[config.mk]
export PLATFORM = sky130hd
export DESIGN_NAME = qau_step
export DESIGN_NICKNAME = d
export VERILOG_FILES = /design/src/hdl/qau_pkg.sv /design/src/hdl/qau_step.sv
export SDC_FILE = /design/constraint.sdc
export NUM_CORES = 1
export LEC_CHECK = 0
export BUFFER_PORTS_ARGS = -buffer_cell sky130_fd_sc_hd__buf_2
export CAP_MARGIN = 20
export CORE_AREA = 2 2 685 687
export CTS_BUF_LIST = sky130_fd_sc_hd__clkbuf_4 sky130_fd_sc_hd__clkbuf_8
export CTS_CLUSTER_DIAMETER = 150
export CTS_CLUSTER_SIZE = 8
export DETAILED_ROUTE_END_ITERATION = 16
export DIE_AREA = 0 0 687 689
export GPL_TIMING_DRIVEN = 0
export MAX_ROUTING_LAYER = met4
export SLEW_MARGIN = 20
export SYNTH_ARGS = -nofsm -noshare
export SYNTH_HDL_FRONTEND = slang
export SYNTH_SLANG_ARGS = --single-unit
[constraint.sdc]
create_clock -name clk -period 3.8 [get_ports clk]
set_input_delay 0 -clock clk [delete_from_list [all_inputs] [get_ports clk]]
set_output_delay 0 -clock clk [all_outputs]
set_load 0.03 [all_outputs]
[src/hdl/qau_pkg.sv]
// Shared types and codes for the quaternion arithmetic unit.
package qau_pkg;

  // Width of every component field on the ports.
  localparam int COMP_W = 32;
  localparam int OPC_W  = 3;
  localparam int STAT_W = 2;

  // Operation codes; the two codes past inverse produce a zero result.
  typedef enum logic [OPC_W-1:0] {
    OP_ADD  = 3'd0,
    OP_SUB  = 3'd1,
    OP_MUL  = 3'd2,
    OP_CONJ = 3'd3,
    OP_NORM = 3'd4,
    OP_INV  = 3'd5
  } op_t;

  // Status codes.
  localparam logic [STAT_W-1:0] ST_OK        = 2'd0;
  localparam logic [STAT_W-1:0] ST_ZERO_NORM = 2'd1;
  localparam logic [STAT_W-1:0] ST_SAT       = 2'd2;

  // Control that travels with each item down the pipeline.
  typedef struct packed {
    logic valid;
    op_t  op;
  } ctrl_t;

endpackage

[src/hdl/qau_step.sv]
// One pipeline stage of the square root and the four restoring dividers.
module qau_step #(
  parameter int DW     = 32,
  parameter int SIDE_W = 138
) (
  input  logic               clk,
  input  logic               rst,
  input  logic               en,
  input  qau_pkg::ctrl_t     in_ctrl,
  input  logic [SIDE_W-1:0]  in_side,
  input  logic [2*DW:0]      in_n,
  input  logic [2*DW+1:0]    in_rad,
  input  logic [DW+2:0]      in_sr,
  input  logic [DW:0]        in_root,
  input  logic [2*DW:0]      in_rem [4],
  input  logic [DW:0]        in_dl [4],
  input  logic [DW:0]        in_q [4],
  output qau_pkg::ctrl_t     out_ctrl,
  output logic [SIDE_W-1:0]  out_side,
  output logic [2*DW:0]      out_n,
  output logic [2*DW+1:0]    out_rad,
  output logic [DW+2:0]      out_sr,
  output logic [DW:0]        out_root,
  output logic [2*DW:0]      out_rem [4],
  output logic [DW:0]        out_dl [4],
  output logic [DW:0]        out_q [4]
);
  localparam int QW  = DW + 1;
  localparam int SW  = 2 * DW + 1;
  localparam int RW  = 2 * QW;
  localparam int SRW = QW + 2;

  // Root digit: bring down two radicand bits and try (root << 2) | 1.
  logic [SRW+1:0] sr2;
  logic [SRW+1:0] trial;
  logic           rge;
  logic [SW:0]    r2 [4];
  logic           dge [4];

  always_comb begin
    sr2   = {in_sr, in_rad[RW-1 -: 2]};
    trial = (SRW+2)'({in_root, 2'b01});
    rge   = sr2 >= trial;
    for (int i = 0; i < 4; i++) begin
      r2[i]  = {in_rem[i], in_dl[i][QW-1]};
      dge[i] = r2[i] >= {1'b0, in_n};
    end
  end

  always_ff @(posedge clk) begin
    if (rst) begin
      out_ctrl <= '0;
    end else if (en) begin
      out_ctrl <= in_ctrl;
    end
  end

  // Quotient digit per divider and the root digit, one bit each.
  always_ff @(posedge clk) begin
    if (en) begin
      out_side <= in_side;
      out_n    <= in_n;
      out_rad  <= in_rad << 2;
      out_sr   <= rge ? SRW'(sr2 - trial) : SRW'(sr2);
      out_root <= {in_root[QW-2:0], rge};
      for (int i = 0; i < 4; i++) begin
        out_rem[i] <= dge[i] ? SW'(r2[i] - {1'b0, in_n}) : SW'(r2[i]);
        out_dl[i]  <= in_dl[i] << 1;
        out_q[i]   <= {in_q[i][QW-2:0], dge[i]};
      end
    end
  end

endmodule

==> results.py, run 1 <==
metrics = {
    "worst_setup_path": {
        "worstPathCellList": "buf_2 > dlygate4sd3_1 > ha_2 > o21a_1 > o31a_1 > o21ai_0 > nand3_1 > o311ai_2 > nand2_2 > o21ai_4 > o21ai_0 > nand3_1 > nand2_1 > xor2_1 > mux2_2 > dlygate4sd3_1",
        "arrival_ns": 4.79,
        "critPathMaxStageDelay_ns": 0.57,
        "start_kind": "input port",
        "crit_type": "input port to register",
        "path_buf_inv": 3,
        "crit_fanout": 5,
        "worstPathRequired_ns": 4.53,
        "end_kind": "register",
        "critPathTopFamily": "compound AO/OA/AOI/OAI gates",
        "slowest_stage": "dlygate4sd3_1",
    },
    "clock_network": {
        "numClockSinks": 859,
        "htreeDepth": 3,
        "clkLatencyLatePin_ns": 1.01,
        "clk_path_buf_depth": 4,
        "cts_tree": "built",
        "cts_buffers": 125,
        "path_clk_slew_ns": 0.08,
        "root_buffer": "clkbuf_8",
    },
    "route": {
        "drt_wl_total_mm": 448.2,
        "drt_iter0_markers": 3788,
        "final_antenna_net_count": 0,
        "vias_per_cell": 3.573,
        "drc": 0,
        "via_count": 50690,
        "drtPass1Iterations": 5,
        "routedWlPerCell_um": 31.59,
    },
    "outcome": {
        "outcome": "finished with violations",
        "violations": "hold timing, setup timing",
    },
    "synth": {
        "synth_top_flop_cell": "edfxtp_1",
        "synthCells": 4040,
        "avgSynthCellArea_um2": 11.36,
        "ys_warn_count": 0,
        "ys_types": 80,
        "ys_async_sr_fraction_pct": 0,
        "ys_ff_latch": 859,
        "synth_edf_count": 855,
        "ys_seq_area_share_pct": 56.12,
        "yosysTopAreaCell": "edfxtp_1",
        "netlist_area_um2": 45890,
        "synth_top_cell_area_share_pct": 55.95,
        "synth_area_leaders": "edfxtp_1 56%, ha_1 8.0%, a21oi_1 4.4%",
    },
    "placed_design": {
        "port_buffers": 1722,
        "routabilityCongestion": 0.9488,
        "hpwlAfterDp_mm": 379.0,
        "place_inst": 11990,
    },
    "timing": {
        "period_needed_ns": 4.059,
        "grt_setup_unrepaired": "true",
        "finalWorstSetupSlack_ns": -0.2591,
        "setup_viol": 21,
        "finClkSkew_ns": 0,
        "hold_viol": 33,
        "drv_slew": 0,
        "relSlewSlack_pct": 32.23,
        "fin_crit_sh_pct": 106.8,
        "tightest_slew_ns": 1.017,
        "max_freq_ghz": 0.2464,
        "hold-worst-slack_ns": -0.8774,
    },
    "power": {
        "swShare_pct": 41.35,
        "p_int_w": 0.01879,
        "p_total_w": 0.03204,
        "peakVddDrop_v": 0.0003186,
        "p_leak_nw": 33.83,
        "pwr-share-comb_pct": 38.4,
        "p_clk_share_pct": 23.7,
        "p_sw_w": 0.01325,
        "p_seq_share_pct": 37.9,
        "powerDensity_nw_per_um2": 377.8,
    },
    "layout": {
        "multiInputGateArea_um2": 19630,
        "layoutNonFillerInstCount": 14190,
        "seq_area_um2": 25750,
        "area_growth_pct": 84.77,
        "fill_cells": 51730,
        "utilization_pct": 18.19,
        "layout_common_cells": "1817 x dlygate4sd3_1, 1726 x buf_2, 855 x edfxtp_1, 403 x nand2_1, 373 x a21oi_1",
        "drive_above_1_share_pct": 28.18,
        "layout.nets": 8931,
        "final_common_cell": "dlygate4sd3_1",
    },
    "grt": {
        "grt_pass1_vias": 49960,
        "overflow": 0,
        "grt_start_max_net_pins": 134,
        "grt_pass1_wl_mm": 543.8,
        "grt_usage_pct": 18.51,
        "antenna_found_initial": 250,
    },
    "floorplanning": {
        "die_w_um": 687,
        "core_um2": 466100,
        "rows": 251,
        "io_pins": 1733,
        "die_h_um": 689,
        "start_util_pct": 9.846,
        "die-area_um2": 473300,
    },
    "flow_run": {
        "drv_cap": 0,
    },
    "worst_hold_path": {
        "hold_path.class": "input port to register",
    },
}
## cell type report
class                      count  area share, %
multi-input combinational   2830          23.15
timing repair buffer        3602          32.72
sequential                   859          30.37
buffer                       157         0.9179
tap                         6198          9.146
antenna                      209         0.6168
clock inverter                14         0.1520
inverter                     189         0.8765
clock buffer                 127          2.047
## power by group through the flow
stage	Clock [W]	Sequential [W]	Combinational (W)
floorplan	0	0.0142	0.00300
detailed placement	0	0.0123	0.0104
global placement	0	0.0126	0.0104
finish	0.00759	0.0121	0.0123
global route	0.00824	0.0122	0.0130
CTS	0.00813	0.0121	0.0123
## per-layer routing
metal | routed length [um] | vias up | share of wire (%) | track usage, %
li1 | - | 22720 | - | -
met1 | 144400 | 24830 | 32 | 16.95
met2 | 224800 | 2351 | 50 | 32.62
met3 | 37810 | 782 | 8.4 | 5.916
met4 | 41070 | 0 | 9.2 | 13.06
met5 | 0 | - | 0 | -
## cell usage after synthesis, drive strengths merged (39+ instances only)
master and number:
nand3 56, a21oi 408, o21bai 65, a21o 151, o21ai 360, nor2 215, nor3 42, mux2 56
nor2b 39, xor2 101, nand2 408, edfxtp 855, xnor2 168, ha 295, inv 189, clkbuf 147
nand4 78
## metrics by stage
| step | worst slack [ns] | TNS, ns | cell area [um^2] | hold slack, ns |
|---|---|---|---|---|
| after floorplan | 0.2454 | 0 | 45910 | 0.07238 |
| after global placement | -13.66 | - | 62280 | 0.1769 |
| after detailed placement | -4.836 | -844.73 | 62940 | 0.1781 |
| after CTS | 0.005513 | 0 | 83080 | -1.109 |
| after global routing | -0.1091 | -1.024 | 84700 | -0.9790 |
| final | -0.2591 | -1.312 | 84790 | -0.8774 |
## worst paths after layout
path	slack, ns	end	startpoint	cells after the start
min reg2reg	0.53	out_ctrl[1]	out_ctrl[1]	2
min	-0.88	out_n[4]	in_n[4]	1
max	-0.26	out_rem[175]	in_rem[132]	16
max reg2reg	2.65	out_ctrl[0]	out_ctrl[0]	3
## registers in the layout, indices dropped and copies added (netlist names)
register,flops
out_q,132
out_root,33
out_side,138
out_sr,35
out_rem,260
out_ctrl,4
out_rad,64
out_dl,128
out_n,65
## logic make-up (layout without fill, tap and decap cells)
group                      count (synthesis)  in the layout  synth area share, %
AOI/OAI and AO/OA                       1210           1210                15.87
xor gates and xnor gates                 269            269                5.134
adders and majority gates                299            299                8.218
buffers and inverters                    356           4089                3.051
DFF                                      859            859                56.12
muxes                                     63             63                1.748
other                                      1            215             0.008172
and+or+nand+nor                          983            983                9.846
## timing repair
item	in CTS	in global routing
setup endpoints to repair	261	178
setup buffers	20	13
pin swaps	10	11
hold buffers	1735	83
gates resized for setup	185	71
endpoints found under the hold margin	1234	67
cloned	0	0
Note: power is estimated with default switching activity, not from simulation.
==> run 2, diff against run 1 <==
--- a/config.mk
+++ b/config.mk
@@ -5,16 +5,18 @@
 export SDC_FILE = /design/constraint.sdc
 export NUM_CORES = 1
 export LEC_CHECK = 0
+export ABC_AREA = 1
 export BUFFER_PORTS_ARGS = -buffer_cell sky130_fd_sc_hd__buf_2
 export CAP_MARGIN = 20
-export CORE_AREA = 2 2 685 687
+export CORE_AREA = 2 2 677 679
 export CTS_BUF_LIST = sky130_fd_sc_hd__clkbuf_4 sky130_fd_sc_hd__clkbuf_8
 export CTS_CLUSTER_DIAMETER = 150
 export CTS_CLUSTER_SIZE = 8
 export DETAILED_ROUTE_END_ITERATION = 16
-export DIE_AREA = 0 0 687 689
+export DIE_AREA = 0 0 679 681
 export GPL_TIMING_DRIVEN = 0
 export MAX_ROUTING_LAYER = met4
+export PLACE_DENSITY = 0.32
 export SLEW_MARGIN = 20
 export SYNTH_ARGS = -nofsm -noshare
 export SYNTH_HDL_FRONTEND = slang
==> results.py, run 2 <==
metrics = {
    "timing": {
        "finalWorstSetupSlack_ns": 0.08070,
        "max_freq_ghz": 0.2689,
        "grt_setup_unrepaired": "true",
        "setup_viol": 0,
        "relSlewSlack_pct": 27.50,
        "fin_crit_sh_pct": 97.88,
        "tightest_slew_ns": 1.076,
        "finalSetupTns_ns": 0,
        "drv_slew": 0,
        "period_needed_ns": 3.719,
        "hold_viol": 0,
        "finClkSkew_ns": 0,
    },
    "placed_design": {
        "pre_cts_slack_ns": -0.7081,
        "place_inst": 15320,
        "port_buffers": 1722,
        "routabilityCongestion": 0.9425,
        "postPlaceCellArea_um2": 73670,
        "hpwlAfterDp_mm": 429.6,
    },
    "synth": {
        "ys_async_sr_fraction_pct": 0,
        "ys_types": 43,
        "ys_seq_area_share_pct": 45.14,
        "ys_warn_count": 0,
        "yosys-top-cells-count": "2962 x nand2_1, 1387 x inv_1, 855 x edfxtp_1, 621 x nand3_1, 443 x nor2_1",
        "ys_ff_latch": 859,
        "avgSynthCellArea_um2": 7.536,
        "synth_edf_count": 855,
        "synthCells": 7571,
        "yosysTopAreaCell": "edfxtp_1",
        "synth_top_flop_cell": "edfxtp_1",
        "synth.most_common_cell": "nand2_1",
        "netlist_area_um2": 57050,
        "synth_top_cell_area_share_pct": 45.00,
        "synth_area_leaders": "edfxtp_1 45%, nand2_1 19%, inv_1 9.1%",
    },
    "worst_setup_path": {
        "worstReg2RegEnd": "out_ctrl[2]",
        "crit_top_cell": "nand2_1",
        "start_kind": "input port",
        "end_kind": "register",
        "ff2ff_path_depth": 3,
        "worstPathCellList": "dlygate4sd3_1 > buf_2 > inv_1 > ha_1 > nand2_1 > nor2_2 > inv_2 > nor2_2 > nand2_1 > nor2_1 > nand2_1 > nand3_1 > nor2_2 > buf_6 > nand3_1 > dlygate4sd3_1 > nand2_1 > dlygate4sd3_1",
        "arrival_ns": 4.41,
        "timing.rr.start": "out_ctrl[2]",
        "worstPathRequired_ns": 4.49,
        "crit_type": "input port to register",
        "critPathMaxStageDelay_ns": 0.75,
        "crit_fanout": 10,
        "slowest_stage": "inv_1",
        "r2r_setup_slack_ns": 2.66,
    },
    "floorplanning": {
        "die_h_um": 681,
        "die_w_um": 679,
        "io_pins": 1733,
        "die-area_um2": 462400,
        "start_util_pct": 12.54,
        "rows": 248,
        "core_um2": 454900,
    },
    "clock_network": {
        "post-cts-setup-buffer-count": 0,
        "path_clk_slew_ns": 0.07,
        "clk_path_buf_depth": 4,
        "numClockSinks": 859,
        "clkLatencyLatePin_ns": 0.94,
        "htreeDepth": 4,
        "root_buffer": "clkbuf_8",
        "cts_tree": "built",
        "cts_buffers": 134,
    },
    "route": {
        "via_count": 64500,
        "vias_per_cell": 3.736,
        "drt_wl_total_mm": 497.8,
        "final_antenna_net_count": 0,
        "drtPass1Iterations": 6,
        "drc": 0,
        "drt_iter0_markers": 3780,
        "routedWlPerCell_um": 28.83,
    },
    "layout": {
        "area_growth_pct": 62.78,
        "final_area_um2": 92870,
        "layout.nets": 12290,
        "reg_top3": "out_rem x260, out_side x138, out_q x132",
        "top_register": "out_rem",
        "largest_register_ffs": 260,
        "fill_cells": 51900,
        "layout_common_cells": "2962 x nand2_1, 1758 x buf_2, 1671 x dlygate4sd3_1, 1343 x inv_1, 855 x edfxtp_1",
        "layoutNonFillerInstCount": 17260,
        "drive_above_1_share_pct": 20.40,
        "seq_area_um2": 25750,
        "multiInputGateArea_um2": 25050,
        "final_common_cell": "nand2_1",
    },
    "grt": {
        "grt_start_max_net_pins": 119,
        "grt_pass1_wl_mm": 624.8,
        "grt_usage_pct": 21.25,
        "antenna_found_initial": 254,
        "grt_pass1_vias": 63160,
        "overflow": 0,
    },
    "flow_run": {
        "drv_cap": 0,
    },
    "power": {
        "p_total_w": 0.03329,
        "powerDensity_nw_per_um2": 358.5,
        "p_leak_nw": 44.95,
        "peakVddDrop_v": 0.0002263,
    },
    "outcome": {
        "outcome": "finished clean",
    },
    "worst_hold_path": {
        "hold_path.class": "input port to register",
        "whs_endpoint": "out_rem[224]",
        "worstHoldStart": "in_rem[223]",
        "min_path_cells": 4,
    },
}
==> run 2: cell count changes after synthesis, moves of 147 or more <==
| cell | before | now |
|---|---|---|
| o21ai_0 | 354 | 49 |
| xnor2_1 | 168 | 15 |
| nor2_1 | 215 | 443 |
| a21oi_1 | 407 | 236 |
| inv_1 | 189 | 1387 |
| nand3_1 | 55 | 621 |
| clkbuf_1 | 147 | 0 |
| nand2_1 | 408 | 2962 |
==> run 2: per-stage QoR <==
step	util [%]	hold slack, ns
2_1_floorplan	-	0.06907
4_1_cts	20.35	0.002384
3_5_place_dp	16.19	0.1781
6_report	20.42	0.08718
5_1_grt	20.39	0.01811
3_3_place_gp	16.09	0.1764
==> run 2: critical path, delay by kind of cell <==
family                   cells  cell delay (ns)
AND/OR/NAND/NOR             10             1.25
adder cells (fa/ha/maj)      1             0.36
buffers and inverters        7             2.75
==> run 2: cells by family after synthesis <==
| kind of cell | Yosys count | share of synthesized area (%) |
|---|---|---|
| simple gates | 4378 | 31.99 |
| other cells | 1 | 0.006573 |
| flops | 859 | 45.14 |
| compound gates | 336 | 3.081 |
| buf+inv | 1557 | 11.01 |
| xor+xnor | 141 | 2.165 |
| fa+ha+maj | 299 | 6.610 |
==> run 2: layout make-up <==
type,count,area share (%)
Antenna cell,109,0.2937
Clock buffer,150,2.135
Sequential cell,859,27.73
Multi-Input combinational cell,5160,26.97
Timing Repair Buffer,3411,27.83
Buffer,96,0.8555
Tap cell,6000,8.083
Inverter,1461,5.912
Clock inverter,17,0.1900
==> run 2: worst max-delay path by stage <==
stage / from / endpoint / slack [ns] / depth (start not counted)
floorplan: in_n[53] / out_rem[4] / 1.94 / 14
global placement: en / out_ctrl[0] / -15.91 / 4
detailed placement: in_n[64] / out_rem[124] / -0.71 / 15
CTS: in_n[12] / out_rem[194] / 0.01 / 16
global route: in_n[20] / out_rem[194] / -0.08 / 16
finish: in_n[24] / out_rem[196] / 0.08 / 18
==> run 2: timing repair <==
action                                   CTS  global route
resized for setup                          0             4
endpoints found under the setup margin     0             8
hold buffers                            1672             0
endpoints found under the hold margin   1125             0
==> run 2: report_power, final <==
group | internal, W | total [W] | switching (W)
Clock | 0.00355 | 0.00811 | 0.00456
Sequential | 0.0116 | 0.0121 | 0.000414
Combinational | 0.00394 | 0.0131 | 0.00919
==> run 2: metal layers <==
| layer | vias to the layer above | track usage [%] | wire [um] |
|---|---|---|---|
| met5 | - | - | 0 |
| met4 | 0 | 8.289 | 24370 |
| met3 | 626 | 3.220 | 22770 |
| met2 | 2222 | 39.20 | 261100 |
| met1 | 30650 | 22.69 | 189500 |
| li1 | 31010 | - | - |
