<file path="src/hdl/qau_pkg.sv">
// Shared types and codes for the quaternion arithmetic unit.
package qau_pkg;

  // Width of every component field on the ports.
  localparam int COMP_W = 32;
  localparam int OPC_W  = 3;
  localparam int STAT_W = 2;

  // Operation codes; the two codes past inverse produce a zero result.
  typedef enum logic [OPC_W-1:0] {
    OP_ADD  = 3'd0,
    OP_SUB  = 3'd1,
    OP_MUL  = 3'd2,
    OP_CONJ = 3'd3,
    OP_NORM = 3'd4,
    OP_INV  = 3'd5
  } op_t;

  // Status codes.
  localparam logic [STAT_W-1:0] ST_OK        = 2'd0;
  localparam logic [STAT_W-1:0] ST_ZERO_NORM = 2'd1;
  localparam logic [STAT_W-1:0] ST_SAT       = 2'd2;

  // Control that travels with each item down the pipeline.
  typedef struct packed {
    logic valid;
    op_t  op;
  } ctrl_t;

endpackage

</file>
<file path="src/hdl/qau_back.sv">
// Output stage: final saturation, result select and status.
module qau_back #(
  parameter int DW = 32
) (
  input  logic                                clk,
  input  logic                                rst,
  input  logic                                en,
  input  qau_pkg::ctrl_t                      in_ctrl,
  input  logic signed [DW-1:0]                early_res [4],
  input  logic                                early_sat,
  input  logic [3:0]                          cneg,
  input  logic [3:0]                          ovf,
  input  logic                                zero,
  input  logic [DW:0]                         root,
  input  logic [DW:0]                         q [4],
  output logic                                out_valid,
  output logic signed [qau_pkg::COMP_W-1:0]   res [4],
  output logic [qau_pkg::STAT_W-1:0]          status
);
  logic signed [DW-1:0] v [4];
  logic                 s;
  logic                 zn;
  logic                 qs [4];
  logic [DW:0]          qn [4];

  always_comb begin
    s  = 1'b0;
    zn = 1'b0;
    for (int i = 0; i < 4; i++) begin
      v[i]  = '0;
      qn[i] = -q[i];
      // A negative quotient may reach the most negative value.
      if (cneg[i]) begin
        qs[i] = ovf[i] | q[i][DW] | (q[i][DW-1] & (|q[i][DW-2:0]));
      end else begin
        qs[i] = ovf[i] | q[i][DW] | q[i][DW-1];
      end
    end
    case (in_ctrl.op)
      qau_pkg::OP_NORM: begin
        if (root[DW] || root[DW-1]) begin
          s    = 1'b1;
          v[0] = {1'b0, {(DW-1){1'b1}}};
        end else begin
          v[0] = root[DW-1:0];
        end
      end
      qau_pkg::OP_INV: begin
        if (zero) begin
          zn = 1'b1;
        end else begin
          for (int i = 0; i < 4; i++) begin
            if (qs[i]) begin
              s    = 1'b1;
              v[i] = {cneg[i], {(DW-1){~cneg[i]}}};
            end else begin
              v[i] = cneg[i] ? qn[i][DW-1:0] : q[i][DW-1:0];
            end
          end
        end
      end
      default: begin
        v = early_res;
        s = early_sat;
      end
    endcase
  end

  always_ff @(posedge clk) begin
    if (rst) begin
      out_valid <= 1'b0;
    end else if (en) begin
      out_valid <= in_ctrl.valid;
    end
  end

  always_ff @(posedge clk) begin
    if (en) begin
      for (int i = 0; i < 4; i++) begin
        res[i] <= qau_pkg::COMP_W'(v[i]);
      end
      if (s) begin
        status <= qau_pkg::ST_SAT;
      end else if (zn) begin
        status <= qau_pkg::ST_ZERO_NORM;
      end else begin
        status <= qau_pkg::ST_OK;
      end
    end
  end

endmodule

</file>
<file path="config.mk">
export PLATFORM = sky130hd
export DESIGN_NAME = qau_back
export DESIGN_NICKNAME = d
export VERILOG_FILES = /design/src/hdl/qau_pkg.sv /design/src/hdl/qau_back.sv
export SDC_FILE = /design/constraint.sdc
export NUM_CORES = 1
export LEC_CHECK = 0
export BUFFER_PORTS_ARGS = -buffer_cell sky130_fd_sc_hd__buf_2
export CAP_MARGIN = 20
export CORE_AREA = 2 2 169 171
export CTS_BUF_LIST = sky130_fd_sc_hd__clkbuf_8
export DETAILED_ROUTE_END_ITERATION = 6
export DIE_AREA = 0 0 171 173
export PLACE_DENSITY = 0.72
export SLEW_MARGIN = 10
export SYNTH_ARGS = -nofsm -noshare
export SYNTH_HDL_FRONTEND = slang
export SYNTH_SLANG_ARGS = --single-unit
</file>
<file path="constraint.sdc">
create_clock -name clk -period 2.7 [get_ports clk]
set_input_delay 0.405 -clock clk [delete_from_list [all_inputs] [get_ports clk]]
set_output_delay 0.405 -clock clk [all_outputs]
set_load 0.1 [all_outputs]
</file>
==> results of run 1 <==
sequential cells by signal (all words and copies together), names as in the netlist:
signal     flops
res          128
status         2
out_valid      1
layout make-up:
type / instances / area (µm²)
Timing Repair Buffer: 520 / 2897
Multi-Input combinational cell: 869 / 5246
Fill cell: 2730 / 14660
Antenna cell: 4 / 10.01
Inverter: 17 / 63.81
Clock buffer: 17 / 234.0
Sequential cell: 131 / 3924
Tap cell: 378 / 473.0
Clock inverter: 15 / 118.9
worst paths after layout:
check | slack [ps] | end | cells after the start
max reg2reg | 2110 | out_valid$_SDFFE_PP0P_ | 2
min reg2reg | 510 | out_valid$_SDFFE_PP0P_ | 2
max | 370 | res[29]$_DFFE_PP_ | 7
min | 70 | out_valid$_SDFFE_PP0P_ | 2
cells in the mapped netlist, types with 6 or more instances:
cell type | count | area [µm²]
nor3b_1 | 13 | 97.59
o221ai_1 | 37 | 324.1
nand4_1 | 7 | 43.79
o211ai_1 | 20 | 150.1
o31ai_1 | 22 | 165.2
xor2_1 | 32 | 280.3
nand2b_1 | 10 | 62.56
inv_1 | 17 | 63.81
nor4_1 | 23 | 143.9
a22o_1 | 13 | 113.9
nand3b_1 | 6 | 45.04
mux2i_1 | 19 | 190.2
nand2_1 | 120 | 450.4
a21oi_1 | 78 | 390.4
or3_1 | 19 | 118.9
nor2b_1 | 23 | 143.9
o21ai_0 | 70 | 350.3
edfxtp_1 | 130 | 3904
xnor2_1 | 30 | 262.8
nand3_1 | 16 | 80.08
a31oi_1 | 14 | 87.58
o311ai_1 | 7 | 61.31
o41ai_1 | 14 | 122.6
clkbuf_1 | 62 | 232.7
nor2_1 | 142 | 533.0
nor3_1 | 44 | 220.2
kinds of logic (layout without fill, tap and decap cells):
logic type	count (synthesis)	after routing
muxes	20	20
buffers and inverters	91	569
adders and majority gates	4	4
DFF	131	131
and+or+nand+nor	454	454
xor gates and xnor gates	62	62
other	0	4
AOI/OAI and AO/OA	329	329
cell usage in the layout (no fill, tap or decap), types with 13 or more instances in the layout:
| master | Yosys | final |
|---|---|---|
| a21oi_1 | 78 | 78 |
| a22o_1 | 13 | 13 |
| a31oi_1 | 14 | 14 |
| buf_2 | 4 | 439 |
| buf_4 | 1 | 73 |
| clkbuf_8 | 0 | 17 |
| edfxtp_1 | 130 | 130 |
| inv_1 | 17 | 18 |
| mux2i_1 | 19 | 19 |
| nand2_1 | 120 | 120 |
| nand3_1 | 16 | 16 |
| nor2_1 | 142 | 142 |
| nor2b_1 | 23 | 22 |
| nor3_1 | 44 | 43 |
| nor3b_1 | 13 | 13 |
| nor4_1 | 23 | 23 |
| o211ai_1 | 20 | 20 |
| o21ai_0 | 70 | 69 |
| o221ai_1 | 37 | 37 |
| o31ai_1 | 22 | 22 |
| o41ai_1 | 14 | 14 |
| or3_1 | 19 | 19 |
| xnor2_1 | 30 | 30 |
| xor2_1 | 32 | 32 |
where the power goes:
group / leakage, µW / switching, µW / total [µW] / internal, µW
Combinational: 0.00389 / 2010 / 2580 / 566
Clock: 0.000176 / 905 / 1620 / 715
Sequential: 0.00128 / 51.1 / 2500 / 2450
through the flow:
stage               cells  util [%]  instance area [µm²]  setup TNS (ps)  total power [µW]
floorplan            1091         -                 9518               0              4375
global placement     1915     45.62                12600          -220.9              5105
detailed placement   1915     45.62                12600          -585.8              5120
CTS                  1947     46.89                12960               0              6727
global route         1951     46.93                12970               0              6953
finish               1951     46.93                12970               0              6703
metal layers:
metal  vias to the layer above  global-route usage (%)  wire length [µm]
li1                       5096                       -                 -
met1                      5089                   31.40             15390
met2                       560                   40.61             17850
met3                        68                   4.646              3046
met4                         2                   9.958              1034
met5                         -                       0                13
==> impl_metrics.ini, run 1 <==
[clock_network]
clkTransAtPathRegs_ps = 90
h-tree-depth = 4
numClockSinks = 131
clock_latency_ps = 480
clock-root-buffer = clkbuf_8
cts-resized-gates = 0
cts.path.max_buffers = 2
ctsHoldBuffers = 0
numCtsBuffers = 17
cts_setup_buffers = 0
cts_tree = yes

[placement]
dp_hpwl_um = 28710
gp_congestion = 0.8991
io_buffers = 440
place_worst_setup_slack_ps = -134.6

[logic_synthesis]
ys_warn_count = 0
synth_area_mm2 = 0.009518
netlist_instances = 1091
synth.area.mux_share_pct = 2.116
synth_xor_area_share_pct = 5.705
synth_compound_area_share_pct = 23.35
synth-adder-area-share_pct = 0.5258
synth_top_family_by_area = compound AO/OA/AOI/OAI gates
synth_simple_gate_area_share_pct = 23.23
async_flop_share_pct = 0
ys_seq_area_share_pct = 41.23
ys_seq_elements = 131
avgSynthCellArea_um2 = 8.724
synth_ff_type = edfxtp_1
synth.distinct_cells = 71
syn_nets = 1405
synth-edff-count = 130

[critical_path]
cp.arrival_ps = 2570
crit_chain = buf_2 -> or4_4 -> or3_1 -> or4_4 -> o41ai_2 -> xor2_1 -> o21ai_1
crit_family = simple AND/OR/NAND/NOR gates
cpMostUsedCell = or4_4
criticalPathCategory = in -> reg
critPathMaxStageDelay_ps = 580
start_kind = input pin
cp-end-kind = flop
r2r-start = out_valid$_SDFFE_PP0P_
worst-path-buf-inv = 1
worstPathRequired_ps = 2930
startpoint = q[16]
cp_max_fo = 4
cp_slowest_cell = or4_4

[global_routing]
antenna_found_initial = 5
grt_pass1_wl_um = 56930
grt_start_max_net_pins = 65
grt_overflow = 0
first_global_vias = 10380
grt_use_total_pct = 24.56

[hold_path]
min-delay-start = rst
hold_class = in -> reg

[routing]
wl_um = 37340
drc = 0
post_drt_via_cell_ratio = 5.543
detail-route-antenna-nets = 0
dr.pass1.iters = 5
routedWlPerCell_um = 19.14
vias = 10820
dr.first_iter.drc_count = 982

[outcome]
outcome = completed

[sta]
rsz0062_at_grt = no
max_slew_margin_pct = 49.77
setup_ws_ps = 368.1
fin_crit_sh_pct = 86.37
worst_clock_skew_ps = 0
worstMarginPinSlew_ps = 750.6
min_period_ps = 2332
hold_violations = 0
max_freq_mhz = 428.8
finalMaxSlewViolations = 0
finalSetupViolCount = 0
holdWs_ps = 65.60

[cells_and_area]
drive_above_1_share_pct = 36.71
finalNetCount = 1870
areaGrowthSynthToFinish_pct = 36.23

[die]
die-height_um = 173
rows = 61
core_mm2 = 0.02763
dieArea_mm2 = 0.02958
start_util_pct = 34.45
fp.dieW_um = 171
io-pin-count = 441

[flow_run]
drv_cap = 0

[power_and_ir_drop]
power_density_mw_per_mm2 = 517.0
p_leak_uw = 0.005338
vdd_drop_max_mv = 0.2488
Note: power is estimated with default switching activity, not from simulation.
==> run 2, diff against run 1 <==
Settings changed: HOLD_SLACK_MARGIN set to 0.12.
==> impl_metrics.ini, run 2 (synthesis results as in run 1) <==
[outcome]
outcome = completed

[sta]
max_freq_mhz = 425.6
rsz0062_at_grt = no
holdWs_ps = 160.1
finalSetupViolCount = 0
hold_violations = 0
fin_crit_sh_pct = 87.01
worstMarginPinSlew_ps = 748.0
min_period_ps = 2349
worst_clock_skew_ps = 0
finalMaxSlewViolations = 0
max_slew_margin_pct = 50.13

[cells_and_area]
fin_cells = 1952
drive_above_1_share_pct = 36.69
largest_reg_flops = 128
areaGrowthSynthToFinish_pct = 36.34
final_common_cell = buf_2
reg_top3 = res x128, status x2, out_valid x1
final_cell_area_mm2 = 0.01298
finalNetCount = 1871
regMostFlops = res
final_cell_mix = 439 x buf_2, 142 x nor2_1, 130 x edfxtp_1
fillCellCount = 2729

[clock_network]
h-tree-depth = 4
numClockSinks = 131
cts_tree = yes
clkTransAtPathRegs_ps = 90
cts-resized-gates = 0
cts_setup_buffers = 0
cts.path.max_buffers = 2
clock_latency_ps = 480
numCtsBuffers = 17
ctsHoldBuffers = 1
clock-root-buffer = clkbuf_8

[critical_path]
worstPathRequired_ps = 2930
criticalPathCategory = in -> reg
r2r_slack_ps = 2110
start_kind = input pin
cp_max_fo = 4
cp-end-kind = flop
cp.arrival_ps = 2580

[flow_run]
drv_cap = 0

[placement]
dp_hpwl_um = 28710
gp_congestion = 0.8991
dp.cells = 1915
placed_area_mm2 = 0.01260
io_buffers = 440

[routing]
wl_um = 37270
post_drt_via_cell_ratio = 5.501
detail-route-antenna-nets = 0
routedWlPerCell_um = 19.09
dr.pass1.iters = 5
vias = 10740
drc = 0
dr.first_iter.drc_count = 987

[global_routing]
antenna_found_initial = 5
grt_overflow = 0
first_global_vias = 10390
grt_start_max_net_pins = 65
grt_use_total_pct = 24.56
grt_pass1_wl_um = 56950

[die]
start_util_pct = 34.45
io-pin-count = 441
core_mm2 = 0.02763
fp.dieW_um = 171
die-height_um = 173
rows = 61
dieArea_mm2 = 0.02958

[power_and_ir_drop]
power_density_mw_per_mm2 = 516.9
vdd_drop_max_mv = 0.2487
p_leak_uw = 0.005342

[hold_path]
hold_class = in -> reg
## run 2: worst paths after layout
path / end / cells past startpoint / from
setup / recovery: res[29]$_DFFE_PP_ / 7 / q[16]
hold reg to reg: out_valid$_SDFFE_PP0P_ / 2 / out_valid$_SDFFE_PP0P_
hold / removal: out_valid$_SDFFE_PP0P_ / 3 / in_ctrl[3]
setup reg to reg: out_valid$_SDFFE_PP0P_ / 2 / out_valid$_SDFFE_PP0P_
## run 2: area by class of cell
type / instances / area [µm²] / area share, %
Multi-Input combinational cell: 869 / 5246 / 40.43
Sequential cell: 131 / 3924 / 30.24
Timing Repair Buffer: 521 / 2907 / 22.40
Tap cell: 378 / 473.0 / 3.645
Clock buffer: 17 / 234.0 / 1.803
Clock inverter: 15 / 118.9 / 0.9160
Inverter: 17 / 63.81 / 0.4918
Antenna cell: 4 / 10.01 / 0.07714
## run 2: power breakdown
part / switching, µW / total (µW) / internal, µW
registers: 51.2 / 2500 / 2450
logic: 2010 / 2580 / 567
clock network: 909 / 1620 / 715
## run 2: through the flow
step | setup WS, ps | power [µW] | setup TNS (ps) | util (%)
2_1_floorplan | 31.39 | 4375 | 0 | -
3_3_place_gp | -91.02 | 5105 | -220.9 | 45.62
3_5_place_dp | -134.6 | 5120 | -585.8 | 45.62
4_1_cts | 403.7 | 6728 | 0 | 46.93
5_1_grt | 305.7 | 6954 | 0 | 46.97
6_report | 350.6 | 6708 | 0 | 46.97
## run 2: worst max-delay path: stages
cell	delay, ps
buf_2	100
or4_4	530
or3_1	410
or4_4	580
o41ai_2	250
xor2_1	200
o21ai_1	100
## run 2: per-layer routing
layer | up-vias | wire [µm] | track usage [%]
met5 | - | 13 | 0
met1 | 5018 | 15460 | 31.40
li1 | 5097 | - | -
met4 | 2 | 1043 | 9.958
met2 | 550 | 17830 | 40.63
met3 | 70 | 2928 | 4.646
==> run 3, diff against run 2 <==
Settings changed: SETUP_SLACK_MARGIN set to 0.5.
==> impl_metrics.ini, run 3 (synthesis results as in run 1) <==
[placement]
place_worst_setup_slack_ps = -104.5
dp_hpwl_um = 28980
dp.cells = 1901
io_buffers = 440
gp_congestion = 0.9173

[hold_path]
hold_class = in -> reg

[clock_network]
cts.path.max_buffers = 2
clkTransAtPathRegs_ps = 80
numClockSinks = 131
cts_tree = yes
clock_latency_ps = 460
clock-root-buffer = clkbuf_8
numCtsBuffers = 17
h-tree-depth = 4

[critical_path]
cp-end-kind = flop
crit_family = simple AND/OR/NAND/NOR gates
worstPathRequired_ps = 2900
criticalPathCategory = in -> reg
cp_slowest_cell = or4_4
cp.arrival_ps = 2500
crit_chain = buf_6 -> or4_4 -> or3_4 -> or4_4 -> o41ai_4 -> xor2_1 -> o21ai_1
cpMostUsedCell = or4_4
cp_max_fo = 4
critPathMaxStageDelay_ps = 550
worst-path-buf-inv = 1
start_kind = input pin

[cells_and_area]
largest_reg_flops = 128
final_common_cell = buf_2
areaGrowthSynthToFinish_pct = 40.27
drive_above_1_share_pct = 38.77
reg_top3 = res x128, status x2, out_valid x1
fillCellCount = 2642
finalNetCount = 1865
post-route-util_pct = 48.32
regMostFlops = res
final_cell_mix = 437 x buf_2, 142 x nor2_1, 130 x edfxtp_1
fin_cells = 1946

[sta]
finalMaxSlewViolations = 0
hold_violations = 0
max_freq_mhz = 436.3
max_slew_margin_pct = 50.94
worstMarginPinSlew_ps = 729.1
worst_clock_skew_ps = 0
finalSetupViolCount = 0
fin_tns_setup_ps = 0
min_period_ps = 2292
fin_crit_sh_pct = 84.89
setup_ws_ps = 407.9
rsz0062_at_grt = yes

[global_routing]
grt_start_max_net_pins = 61
antenna_found_initial = 6
grt_use_total_pct = 24.48
grt_overflow = 0
first_global_vias = 10430
grt_pass1_wl_um = 56860

[die]
rows = 61
die-height_um = 173
core_mm2 = 0.02763
fp.dieW_um = 171
dieArea_mm2 = 0.02958
start_util_pct = 34.45
io-pin-count = 441

[power_and_ir_drop]
p_leak_uw = 0.005451
power_density_mw_per_mm2 = 524.5
vdd_drop_max_mv = 0.3055

[routing]
wl_met2_um = 17850
top_layer_used = met5
detail-route-antenna-nets = 0
drc = 0
dr.first_iter.drc_count = 963
wl_um = 38040
dr.pass1.iters = 5
routedWlPerCell_um = 19.55
vias = 10940
wl_met1_um = 15500
wl_met3_um = 3400
post_drt_via_cell_ratio = 5.622

[flow_run]
drv_cap = 0

[outcome]
outcome = completed
## run 3: worst reg2reg max path, cell delays in order (launching register included)
cell and delay (ps):
dfxtp_1 310, mux2i_1 120, nor2_1 50
## run 3: final cells by class
cell class	instances	area, µm²	area share [%]
antenna	5	12.51	0.09372
clock buffer	17	234.0	1.753
clock inverter	14	188.9	1.415
inverter	17	63.81	0.4780
multi-input combinational	869	5604	41.98
sequential	131	3924	29.39
tap	378	473.0	3.543
timing repair buffer	515	2850	21.35
## run 3: what timing repair did
action	in CTS	in global routing
pin swaps	1	10
hold buffers	1	0
resized for setup	5	27
endpoints found under the setup margin	25	61
setup buffers	1	6
endpoints found under the hold margin	1	0
cloned	0	1
## run 3: path summary, 6_finish.rpt
path	from	end	slack, ps	cells after the start
worst max-delay path	q[16]	res[29]$_DFFE_PP_	410	7
worst min-delay path	in_ctrl[3]	out_valid$_SDFFE_PP0P_	180	3
worst max register to register	out_valid$_SDFFE_PP0P_	out_valid$_SDFFE_PP0P_	2130	2
worst min register to register	out_valid$_SDFFE_PP0P_	out_valid$_SDFFE_PP0P_	490	2
## run 3: stage by stage
stage / power (µW) / area (µm²) / hold WS [ps]
2_1_floorplan: 4396 / 9797 / 477.4
3_3_place_gp: 5125 / 12690 / 468.3
3_5_place_dp: 5142 / 12690 / 480.9
4_1_cts: 7024 / 13160 / 159.9
5_1_grt: 7245 / 13350 / 197.4
6_report: 7002 / 13350 / 183.6
## run 3: power breakdown
part           internal [µW]  total [µW]  switching [µW]
registers               2450        2500            50.3
clock network            997        1870             875
logic                    577        2630            2050
## run 3: layer usage
| layer | vias up | track usage [%] |
|---|---|---|
| met5 | - | 0 |
| met4 | 4 | 9.605 |
| met3 | 83 | 5.356 |
| met2 | 627 | 39.57 |
| met1 | 5139 | 31.74 |
| li1 | 5088 | - |
